<file path="src/sv/segment_quad_edge_intersect_assert.svh">
// assertion macros for the segment to quadrilateral edge intersection block
`ifndef SEGMENT_QUAD_EDGE_INTERSECT_ASSERT_SVH
`define SEGMENT_QUAD_EDGE_INTERSECT_ASSERT_SVH
`ifndef ASSERT_OFF
`define SEQI_ASSERT(lbl, clk, rst, prop) \
  lbl: assert property (@(posedge clk) disable iff (rst) prop) else $error("seqi check failed");
`define SEQI_ASSERT_NEXT(lbl, clk, rst, pre, post) \
  `SEQI_ASSERT(lbl, clk, rst, (pre) |=> (post))
`else
`define SEQI_ASSERT(lbl, clk, rst, prop)
`define SEQI_ASSERT_NEXT(lbl, clk, rst, pre, post)
`endif
`endif

</file>
<file path="src/sv/seqi_pkg.sv">
// shared constants and types for the segment to quadrilateral edge intersection block
package seqi_pkg;

  localparam int CW         = 24;
  localparam int BW         = CW + 1;
  localparam int NW         = 2 * BW + 1;
  localparam int RW         = NW + 1;
  localparam int FRAC_W     = 17;
  localparam int FRAC_ONE   = 65536;
  localparam int IDX_W      = 2;
  localparam int LANES      = 4;
  localparam int NORM_W     = 16;
  localparam int Q14_SH     = 14;
  localparam int ONE_Q14    = 16384;
  localparam int QN_W       = Q14_SH + 1;
  localparam int LEN_W      = CW + 1;
  localparam int SQ_W       = 2 * LEN_W;
  localparam int REM_W      = LEN_W + 3;
  localparam int DR_W       = CW + Q14_SH + 2;
  localparam int LANE_LAT   = 3 + FRAC_W;
  localparam int NORM_LAT   = 3 + LEN_W + 1 + QN_W + 1;
  localparam int PIPE_LAT   = LANE_LAT + 1 + NORM_LAT;

  typedef logic signed [CW-1:0] coord_t;
  typedef logic signed [BW-1:0] edge_t;

  typedef struct packed {
    logic              cand;
    logic [FRAC_W-1:0] frac;
    edge_t             bx;
    edge_t             by;
  } lane_res_t;

  typedef struct packed {
    logic              hit;
    logic [FRAC_W-1:0] frac;
    logic [IDX_W-1:0]  idx;
  } tag_t;

  typedef struct packed {
    tag_t  tag;
    edge_t bx;
    edge_t by;
  } pick_t;

  typedef struct packed {
    tag_t                     tag;
    logic signed [NORM_W-1:0] nx;
    logic signed [NORM_W-1:0] ny;
  } res_t;

endpackage

</file>
<file path="src/sv/seqi_merge.sv">
// merge of the lane results: nearest candidate, later edge wins a tie
module seqi_merge (
  input  logic                clk,
  input  logic                en,
  input  seqi_pkg::lane_res_t lane_res [seqi_pkg::LANES],
  output seqi_pkg::pick_t     pick
);

  localparam int IDX_W = seqi_pkg::IDX_W;

  seqi_pkg::pick_t best;

  always_comb begin
    best = '0;
    for (int n = 0; n < seqi_pkg::LANES; n++) begin
      if (lane_res[n].cand && (!best.tag.hit || lane_res[n].frac <= best.tag.frac)) begin
        best.tag.hit  = 1'b1;
        best.tag.frac = lane_res[n].frac;
        best.tag.idx  = IDX_W'(n);
        best.bx       = lane_res[n].bx;
        best.by       = lane_res[n].by;
      end
    end
  end

  always_ff @(posedge clk) begin
    if (en) begin
      pick <= best;
    end
  end

endmodule

</file>
<file path="config.mk">
export PLATFORM = sky130hd
export DESIGN_NAME = seqi_merge
export DESIGN_NICKNAME = d
export VERILOG_FILES = /design/src/sv/segment_quad_edge_intersect_assert.svh /design/src/sv/seqi_pkg.sv /design/src/sv/seqi_merge.sv
export SDC_FILE = /design/constraint.sdc
export NUM_CORES = 1
export LEC_CHECK = 0
export ABC_AREA = 1
export BUFFER_PORTS_ARGS = -buffer_cell sky130_fd_sc_hd__buf_2
export CAP_MARGIN = 15
export CORE_ASPECT_RATIO = 2
export CORE_MARGIN = 2
export CORE_UTILIZATION = 25
export CTS_CLUSTER_SIZE = 16
export DETAILED_ROUTE_END_ITERATION = 10
export HOLD_SLACK_MARGIN = 0.06
export SYNTH_ARGS = -nofsm -noshare
export SYNTH_HDL_FRONTEND = slang
export SYNTH_SLANG_ARGS = --single-unit
</file>
<file path="constraint.sdc">
create_clock -name clk -period 9.4 [get_ports clk]
set_input_delay 1.41 -clock clk [delete_from_list [all_inputs] [get_ports clk]]
set_output_delay 1.41 -clock clk [all_outputs]
set_load 0.01 [all_outputs]
</file>
==> run summary <==
top cells by count, synth: nand2_1, nand3_1, inv_1
post-CTS setup buffer count: 0
CTS buffer count: 9
post-synthesis sequential area ratio: 31.47%
# H-tree levels: 3
slew at the pin with the worst max-slew slack: 952.6 ps
die area: 28120 µm²
DR iter-0 viols: 443
final setup TNS: 0 ps
YS warnings: 0
vias in the first global route: 7780
vias per cell: 4.567
WP data required: 9620 ps
filler instances: 2955
post-synthesis cell count: 1047
slowest stage cell, crit path: buf_4
initial antenna violation count: 7
min cycle time layout: 8270 ps
Critical Path AT: 8490 ps
drt wl/cell: 15.72 µm
fin. max-slew vios: 0
clock slew at reported path FFs: 60 ps
Fin Hold WS: 1329 ps
fraction of registers with async set/reset: 0%
die width: 119.6 µm
post-DP HPWL: 20660 µm
CTS sink count: 70
grt ovf: 0
syn_area_per_cell: 6.380 µm²
RSZ-0062 raised after global routing: no
startpoint types: input port
synthesized net count: 1372
Largest regs: pick x70
layout cells sized above 1: 27.80%
Largest stage delay, worst path: 630 ps
total power: 1278 µW
max-cap violations: 0
GP Congestion: 0.9296
crit end category: flop
CTS tree: yes
gr usage total: 18.90%
top cells by area, synth: edfxtp_1, nand2_1, nand3_1
Peak VDD IR: 0.07429 mV
P&R area growth vs syn: 33.25%
Max Clk Rate: 120.9 MHz
Placeable Area: 26280 µm²
Vias: 7796
post_cts resized: 0
most instantiated library cell after synthesis: nand2_1
CTS Hold Bufs: 0
I/O Buffers: 343
WL final: 26840 µm
Largest Register: pick
Primary FF master, synth: edfxtp_1
Nets: 1677
Root Buffer: clkbuf_16
dominant cell type by area after synthesis: edfxtp_1
Synth top area share: 31.47%
critical path class: in2reg
first-pass GRT wire length: 40870 µm
outcome: completed
worst hold-check path type: in2reg
synth unique cells: 25
CP most frequent cell: nand2_1
Die H: 235.2 µm
# rows: 84
1st-pass router iterations: 5
Leak: 0.005315 µW
DRC viols: 0
sequential cell area: 2102 µm²
I/O pin total: 344
Starting Density: 25.42%
headroom to the max-slew limit: 36.50%
pin count of the biggest net entering global routing: 71
max reg flops: 70
final hold violations: 0
Final setup viols: 0
EDFF count, synth: 70
pwr dens: 143.6 nW/µm²
flops & latches, synth: 70
clk buf depth: 2
Tcrit/Tclk final: 87.98%
area taken by multi-input logic gates: 3576 µm²
Cell Area, Synth: 6680 µm²
Critical Path Fanout Max: 68
Post-DRT Antenna Nets: 0
-- final timing paths --
kind / start / to / cells after the start
setup / recovery: lane_res[271] / pick[57]$_DFFE_PP_ / 38
hold / removal: lane_res[10] / pick[10]$_DFFE_PP_ / 3
-- layer usage --
metal | up-vias | global-route usage [%] | share of wire [%]
met5 | - | 0 | 0
li1 | 3910 | - | -
met4 | 0 | 12.37 | 5.8
met2 | 336 | 34.20 | 52
met3 | 80 | 2.713 | 5.7
met1 | 3470 | 19.99 | 37
-- per-stage QoR --
stage          setup WS (ps)  util [%]  area, µm²  instances
2_1_floorplan           3450         -       6680       1047
3_3_place_gp           812.3     32.62       8571       1685
5_1_grt                220.8     33.88       8901       1707
3_5_place_dp           584.9     32.62       8571       1685
6_report                1130     33.88       8901       1707
4_1_cts                948.6     33.81       8884       1700
-- layout by cell type, fill, tap and decap left out, types with 3 or more instances in the layout --
cell / netlist / routed
a21oi_1: 20 / 20
buf_2: 27 / 342
buf_4: 6 / 10
clkbuf_16: 0 / 9
diode_2: 0 / 7
edfxtp_1: 70 / 70
ha_1: 51 / 51
inv_1: 175 / 175
inv_2: 4 / 4
nand2_1: 421 / 421
nand2_2: 4 / 4
nand3_1: 208 / 208
nand4_1: 5 / 5
nor2_1: 12 / 12
nor3_1: 3 / 3
o21ai_0: 5 / 5
-- area by class of cell --
type | count | area share [%]
multi-input combinational | 739 | 40.17
clock buffer | 9 | 2.530
timing repair buffer | 352 | 20.07
sequential | 70 | 23.62
clock inverter | 6 | 0.9840
tap | 344 | 4.836
antenna | 7 | 0.1968
inverter | 180 | 7.591
-- critical path, delay by kind of cell --
kind / cells / cell delay [ps]
AOI/OAI and AO/OA: 1 / 80
adders and majority gates: 3 / 810
buffers and inverters: 7 / 2250
and+or+nand+nor: 27 / 3820
-- report_power, final --
part	switching [µW]	internal, µW
combinational	304	178
clock	138	230
sequential	15.1	414
total	457	822
-- logic make-up (layout without fill, tap and decap cells) --
group | after synthesis | count (layout) | synth area share [%]
AO/OA/AOI/OAI | 29 | 29 | 2.248
buffers and inverters | 238 | 547 | 15.00
AND/OR/NAND/NOR | 659 | 659 | 41.73
other | 0 | 7 | 0
flip-flops | 70 | 70 | 31.47
adder cells (fa/ha/maj) | 51 | 51 | 9.552
Note: power is estimated with default switching activity, not from simulation.
